`src/design/dsmv_pkg.sv`:
```
// Shared package for the DIA sparse matrix-vector multiply block.
// Holds item codes, register indexes, reset values and the control structs.
// No dependencies.
`timescale 1ns / 1ps
package dsmv_pkg;

  // Item command codes
  localparam logic [2:0] CMD_OFFSET = 3'd0;
  localparam logic [2:0] CMD_DIAG   = 3'd1;
  localparam logic [2:0] CMD_X      = 3'd2;
  localparam logic [2:0] CMD_Y      = 3'd3;
  localparam logic [2:0] CMD_RUN    = 3'd4;
  localparam logic [2:0] CMD_READ   = 3'd5;

  // Result kinds
  localparam logic KIND_READ = 1'b0;
  localparam logic KIND_DONE = 1'b1;

  // Configuration register indexes
  localparam logic [7:0] CFG_ALPHA     = 8'd0;
  localparam logic [7:0] CFG_BETA      = 8'd1;
  localparam logic [7:0] CFG_NUM_ROWS  = 8'd2;
  localparam logic [7:0] CFG_NUM_DIAGS = 8'd3;

  // Register reset values
  localparam logic signed [31:0] ALPHA_RESET     = 32'sd65536;
  localparam logic signed [31:0] BETA_RESET      = 32'sd0;
  localparam logic [10:0]        NUM_ROWS_RESET  = 11'd1024;
  localparam logic [4:0]         NUM_DIAGS_RESET = 5'd0;

  // Default storage sizes
  localparam int DEF_MAX_ROWS  = 1024;
  localparam int DEF_MAX_DIAGS = 16;

  // Commands from the controller to the datapath
  typedef struct packed {
    logic load;       // store the accepted load item
    logic rd_in;      // read y at the item's row
    logic rd_y;       // read y at the walk row
    logic rd_elem;    // read diagonal value, x and y for one element
    logic beta_mul;   // product = beta * y
    logic alpha_mul;  // product = alpha * value
    logic x_mul;      // product = sat(product >> 16) * x
    logic wr_beta;    // y = sat(product >> 16)
    logic wr_acc;     // y = sat(y + (product >> 16))
    logic out_read;   // load the output register with read data
    logic out_done;   // load the output register with run complete
  } ctl_t;

  // Status from the datapath to the controller
  typedef struct packed {
    logic               out_free;
    logic signed [10:0] offset;
  } stat_t;

endpackage

```
`src/design/dsmv_ctrl.sv`:
```
// Controller: item decode and the state machine that walks the beta pass
// and every diagonal element. Depends on dsmv_pkg; drives dsmv_dpath.
`timescale 1ns / 1ps
module dsmv_ctrl #(
  parameter int MAX_ROWS  = 1024,
  parameter int MAX_DIAGS = 16,
  parameter int RW = (MAX_ROWS > 1) ? $clog2(MAX_ROWS) : 1,
  parameter int DW = (MAX_DIAGS > 1) ? $clog2(MAX_DIAGS) : 1
) (
  input  logic            clk,
  input  logic            rst,
  input  logic            in_valid,
  output logic            in_stall,
  input  logic [2:0]      cmd,
  input  logic [10:0]     row_count,
  input  logic [4:0]      num_diags,
  input  dsmv_pkg::stat_t stat,
  output dsmv_pkg::ctl_t  ctl,
  output logic [RW-1:0]   row_addr,
  output logic [RW-1:0]   col_addr,
  output logic [DW-1:0]   diag_addr
);
  import dsmv_pkg::*;

  localparam int NW  = $clog2(MAX_ROWS + 1);
  localparam int DCW = $clog2(MAX_DIAGS + 1);
  localparam int CW  = ((NW > 11) ? NW : 11) + 2;

  localparam logic [3:0] S_IDLE    = 4'd0;
  localparam logic [3:0] S_READ    = 4'd1;
  localparam logic [3:0] S_B_RD    = 4'd2;
  localparam logic [3:0] S_B_MUL   = 4'd3;
  localparam logic [3:0] S_B_WR    = 4'd4;
  localparam logic [3:0] S_D_SETUP = 4'd5;
  localparam logic [3:0] S_E_RD    = 4'd6;
  localparam logic [3:0] S_E_M1    = 4'd7;
  localparam logic [3:0] S_E_M2    = 4'd8;
  localparam logic [3:0] S_E_WR    = 4'd9;
  localparam logic [3:0] S_DONE    = 4'd10;

  logic [3:0]           state, state_next;
  logic signed [CW-1:0] row, row_end;
  logic [DCW-1:0]       diag;
  logic                 acc;
  logic [NW-1:0]        n_eff;
  logic [DCW-1:0]       nd_eff;
  logic signed [CW-1:0] n_s, off_s, start_s, end_s;

  // Effective sizes and the row range of the current diagonal
  assign n_eff   = (32'(row_count) > MAX_ROWS) ? NW'(MAX_ROWS) : NW'(row_count);
  assign nd_eff  = (32'(num_diags) > MAX_DIAGS) ? DCW'(MAX_DIAGS) : DCW'(num_diags);
  assign n_s     = CW'(n_eff);
  assign off_s   = CW'(stat.offset);
  assign start_s = (off_s < 0) ? -off_s : '0;
  assign end_s   = (off_s > 0) ? n_s - off_s : n_s;

  assign in_stall  = (state != S_IDLE);
  assign acc       = in_valid && !in_stall;
  assign row_addr  = RW'(row);
  assign col_addr  = RW'(row + off_s);
  assign diag_addr = diag[DW-1:0];

  // Next state and datapath commands
  always_comb begin
    state_next = state;
    ctl        = '0;
    unique case (state)
      S_IDLE: begin
        if (acc) begin
          unique case (cmd)
            CMD_OFFSET, CMD_DIAG, CMD_X, CMD_Y: ctl.load = 1'b1;
            CMD_READ: begin
              ctl.rd_in  = 1'b1;
              state_next = S_READ;
            end
            CMD_RUN: state_next = S_B_RD;
            default: ;
          endcase
        end
      end
      S_READ: begin
        if (stat.out_free) begin
          ctl.out_read = 1'b1;
          state_next   = S_IDLE;
        end
      end
      S_B_RD: begin
        if (row >= n_s) begin
          state_next = S_D_SETUP;
        end else begin
          ctl.rd_y   = 1'b1;
          state_next = S_B_MUL;
        end
      end
      S_B_MUL: begin
        ctl.beta_mul = 1'b1;
        state_next   = S_B_WR;
      end
      S_B_WR: begin
        ctl.wr_beta = 1'b1;
        state_next  = S_B_RD;
      end
      S_D_SETUP: begin
        state_next = (diag >= nd_eff) ? S_DONE : S_E_RD;
      end
      S_E_RD: begin
        if (row >= row_end) begin
          state_next = S_D_SETUP;
        end else begin
          ctl.rd_elem = 1'b1;
          state_next  = S_E_M1;
        end
      end
      S_E_M1: begin
        ctl.alpha_mul = 1'b1;
        state_next    = S_E_M2;
      end
      S_E_M2: begin
        ctl.x_mul  = 1'b1;
        state_next = S_E_WR;
      end
      S_E_WR: begin
        ctl.wr_acc = 1'b1;
        state_next = S_E_RD;
      end
      S_DONE: begin
        if (stat.out_free) begin
          ctl.out_done = 1'b1;
          state_next   = S_IDLE;
        end
      end
      default: state_next = S_IDLE;
    endcase
  end

  // State register
  always_ff @(posedge clk) begin
    if (rst) begin
      state <= S_IDLE;
    end else begin
      state <= state_next;
    end
  end

  // Row and diagonal counters
  always_ff @(posedge clk) begin
    if (rst) begin
      row     <= '0;
      row_end <= '0;
      diag    <= '0;
    end else begin
      if (state == S_IDLE) begin
        row  <= '0;
        diag <= '0;
      end
      if (state == S_B_WR || state == S_E_WR) begin
        row <= row + CW'(1);
      end
      if (state == S_D_SETUP) begin
        row     <= start_s;
        row_end <= end_s;
      end
      if (state == S_E_RD && row >= row_end) begin
        diag <= diag + DCW'(1);
      end
    end
  end

endmodule

```
`config.mk`:
```
export PLATFORM = sky130hd
export DESIGN_NAME = dsmv_ctrl
export DESIGN_NICKNAME = d
export VERILOG_FILES = /design/src/design/dsmv_pkg.sv /design/src/design/dsmv_ctrl.sv
export SDC_FILE = /design/constraint.sdc
export NUM_CORES = 1
export LEC_CHECK = 0
export BUFFER_PORTS_ARGS = -buffer_cell sky130_fd_sc_hd__buf_2
export CAP_MARGIN = 0
export CORE_MARGIN = 2
export CORE_UTILIZATION = 45
export DETAILED_ROUTE_END_ITERATION = 8
export HOLD_SLACK_MARGIN = 0.08
export PLACE_DENSITY_LB_ADDON = 0.3
export RECOVER_POWER = 100
export SLEW_MARGIN = 15
export SYNTH_ARGS = -nofsm -noshare
export SYNTH_HDL_FRONTEND = slang
export SYNTH_SLANG_ARGS = --single-unit
```
`constraint.sdc`:
```
create_clock -name clk -period 3.52 [get_ports clk]
set_input_delay 0.704 -clock clk [delete_from_list [all_inputs] [get_ports clk]]
set_output_delay 0.704 -clock clk [all_outputs]
set_load 0.02 [all_outputs]
```
==> implementation parameters <==
Parameter                              Value

Outcome
  Result of the run ... finished, final reports clean

Synth
  Synthesized Nets ... a little over 600
  Syn. warnings ... 0
  Average cell area after synthesis ... around 7.4 sq um
  Cells taking the most area after synthesis ... sky130_fd_sc_hd__dfxtp_1, sky130_fd_sc_hd__ha_1, sky130_fd_sc_hd__a21oi_1, sky130_fd_sc_hd__inv_1, sky130_fd_sc_hd__xnor2_1
  Fraction of registers with async set/reset ... 0%
  Cell type with the largest total area after synthesis ... sky130_fd_sc_hd__dfxtp_1
  Ys flop type ... sky130_fd_sc_hd__dfxtp_1
  Gate Count Post-Synth ... approximately 520
  Portion of the post-synthesis area used by sequential elements ... 18.15%
  Synthesized area ... 3860 sq um
  Number of synthesized flops with an enable pin ... 0
  Number of distinct library cells after synthesis ... a little under 70
  Yosys top cell area share ... between 15 and 20%
  Yosys reg bits ... 35

Clock tree
  CTS tree ... yes
  H-tree lvl count ... 2
  Post-CTS Hold Buffers ... 0
  CTS buffer count ... 5
  Worst skew pair latency ... just under 300 ps
  Root Buffer Master ... sky130_fd_sc_hd__clkbuf_8
  Max Buffers Root-to-Sink ... 2
  CTS sink count ... 35
  Worst-path clk slew ... ~70 ps

STA
  Shortest clock period the worst path allows after layout ... between 3000 and 4000 ps
  Headroom to the max-slew limit ... between 30% and 40%
  Hold violation count in the final report ... 0
  Max-slew violation count ... 0
  Tcrit/Tclk final ... between 90% and 100%
  Setup violation total in the final timing report ... 0
  Upper clock frequency limit ... about 0.30 GHz
  Least setup slack across all paths after layout ... roughly 140 ps
  Transition time of the tightest slew-check pin ... between 900 and 1000 ps
  Clock skew ... a little over 9 ps

Floorplan
  Height of the chip ... 96.62 um
  Full die area ... about 9300 sq um
  Horiz. Die Dim ... between 90 and 100 um
  Starting Density ... between 40% and 50%
  Core region area ... 8258 sq um
  Top-level port count ... 70
  Num rows ... 33

Worst setup path
  Library cell contributing the largest single delay on the critical path ... sky130_fd_sc_hd__nor4_2
  Startpoint types ... input port
  CP Cell Sequence ... buf_2 > inv_2 > nand2_1 > ha_1 > a21o_1 > a211oi_2 > nor2_1 > buf_4 > nor4_2 > a211oi_2 > nor4_2 > buf_4
  Max incr delay on CP ... around 320 ps
  Category of the critical setup timing path ... in2out
  Arrival time of the worst setup path ... 2670 ps
  Nature of the critical path endpoint ... output pin
  Required time worst endpoint ... 2820 ps
  Crit Path Max Fanout ... 3

Drt
  Number of DRC markers in iteration 0 ... 239
  First-pass detailed-route iteration total ... 5
  Routed wire length ... between 10000 and 15000 um
  Via count of the routed design ... around 3900
  Remaining antenna violation count ... 0
  DRC viols ... 0
  Routed len/inst ... roughly 16 um
  Routed via count divided by cell count ... 5.681

Place
  Count of input and output buffers ... between 60 and 70
  Post-Place Worst Slack ... -83.18 ps
  Detail Placement HPWL ... 8532 um
  RePlAce Congestion ... approximately 0.86

Power and ir drop
  Post-route total power ... about 1000 uW
  Worst voltage drop across the vdd grid ... between 0.1 and 0.15 mV
  Leakage power ... just under 0.002 uW
  Total power density per cell area ... between 200 and 250 nW/um^2

Cells and area
  Nets ... approximately 680
  Fill count ... around 820
  Area Overhead vs Synth ... 14.75%
  Number of diodes added for antenna fixing ... 0
  Share of cells above drive strength 1 ... 16.87%

Worst hold path
  Worst hold path type ... reg2reg

Global routing
  Number of antenna violations at the first check in global routing ... 0
  Global-route usage over all layers ... roughly 23%
  Via count of the first global-routing pass ... around 3600
  Pin count of the biggest net entering global routing ... 23
  Total grt overflow ... 0
  First-pass GRT wire length ... approximately 18000 um

Flow run
  Max-cap violations ... 0
[worst max-delay path: cells and delay by family]
kind	cells	cell delay, ps
buffers and inverters	4	530
adder cells (fa/ha/maj)	1	190
AND/OR/NAND/NOR	4	690
AO/OA/AOI/OAI	3	560
[power by group]
group          switching [uW]  leakage (uW)  internal (uW)
combinational             132       0.00160           89.6
sequential               2.92      0.000282            396
clock                     162     0.0000612            229
total                     297       0.00194            715
[routing by layer]
layer / global-route usage (%) / wire, um / vias to the layer above
li1: - / - / 1990
met5: 0 / 0 / -
met3: 3.324 / 672 / 7
met4: 4.767 / 87 / 0
met1: 33.20 / 5207 / 1805
met2: 34.94 / 4797 / 129
[cell type report]
type,instances,area (sq um),area share [%]
timing repair buffer,91,474.2,10.71
sequential,35,700.7,15.82
clock buffer,6,82.58,1.864
multi-input combinational,401,2809,63.42
tap,105,131.4,2.966
inverter,52,196.4,4.435
clock inverter,2,35.03,0.7910
[cell families after synthesis]
family | share of synthesized area (%)
DFF | 18.15
muxes | 0.2593
buffers and inverters | 9.757
and+or+nand+nor | 23.95
xor gates and xnor gates | 5.219
adders and majority gates | 18.22
AOI/OAI and AO/OA | 24.44
[state kept, by name (all words and copies together), names as in the netlist]
register  count
row_end      13
diag          5
row          13
state         4
[metrics by stage]
step	utilization, %	cells	hold WS (ps)	setup TNS [ps]	area, sq um
after detailed placement	52.24	683	463.9	-83.18	4314
after floorplan	-	521	441.4	0	3861
after CTS	53.68	691	476.5	0	4433
after global routing	53.64	692	492.8	-2.906	4429
after global placement	52.24	683	456.2	0	4314
final	53.64	692	478.3	0	4429
[final timing paths]
path,from,end,slack (ps),depth (start not counted)
setup / recovery,row_count[10],ctl[8],140,12
hold / removal,row_end[4],row_end[4],480,2
setup reg to reg,row[7],diag[1],780,9
hold reg to reg,row_end[4],row_end[4],480,2
[repair_timing]
item,in CTS,in global routing
gates cloned,0,0
resized for setup,1,13
endpoints found under the setup margin,1,2
pin swaps,1,6
buffers inserted,0,1
[cells in the final DEF (no fill, tap or decap), types with 18 or more instances in the layout]
master,n
sky130_fd_sc_hd__inv_1,45
sky130_fd_sc_hd__dfxtp_1,35
sky130_fd_sc_hd__ha_1,52
sky130_fd_sc_hd__o21ai_1,20
sky130_fd_sc_hd__nand3_1,18
sky130_fd_sc_hd__buf_4,18
sky130_fd_sc_hd__nor2_1,41
sky130_fd_sc_hd__xnor2_1,18
sky130_fd_sc_hd__buf_2,46
sky130_fd_sc_hd__a21oi_1,47
sky130_fd_sc_hd__clkbuf_1,26
sky130_fd_sc_hd__nand2_1,39
[synthesized netlist by cell type, drive strengths merged, types with 17 or more instances]
cell type and number:
a211oi 17, a21oi 50, buf 18, dfxtp 35, ha 53, inv 51, nand2 41, nand3 18
nor2 41, o21ai 26, xnor2 18
No activity file was read; power rests on OpenSTA's default activity.
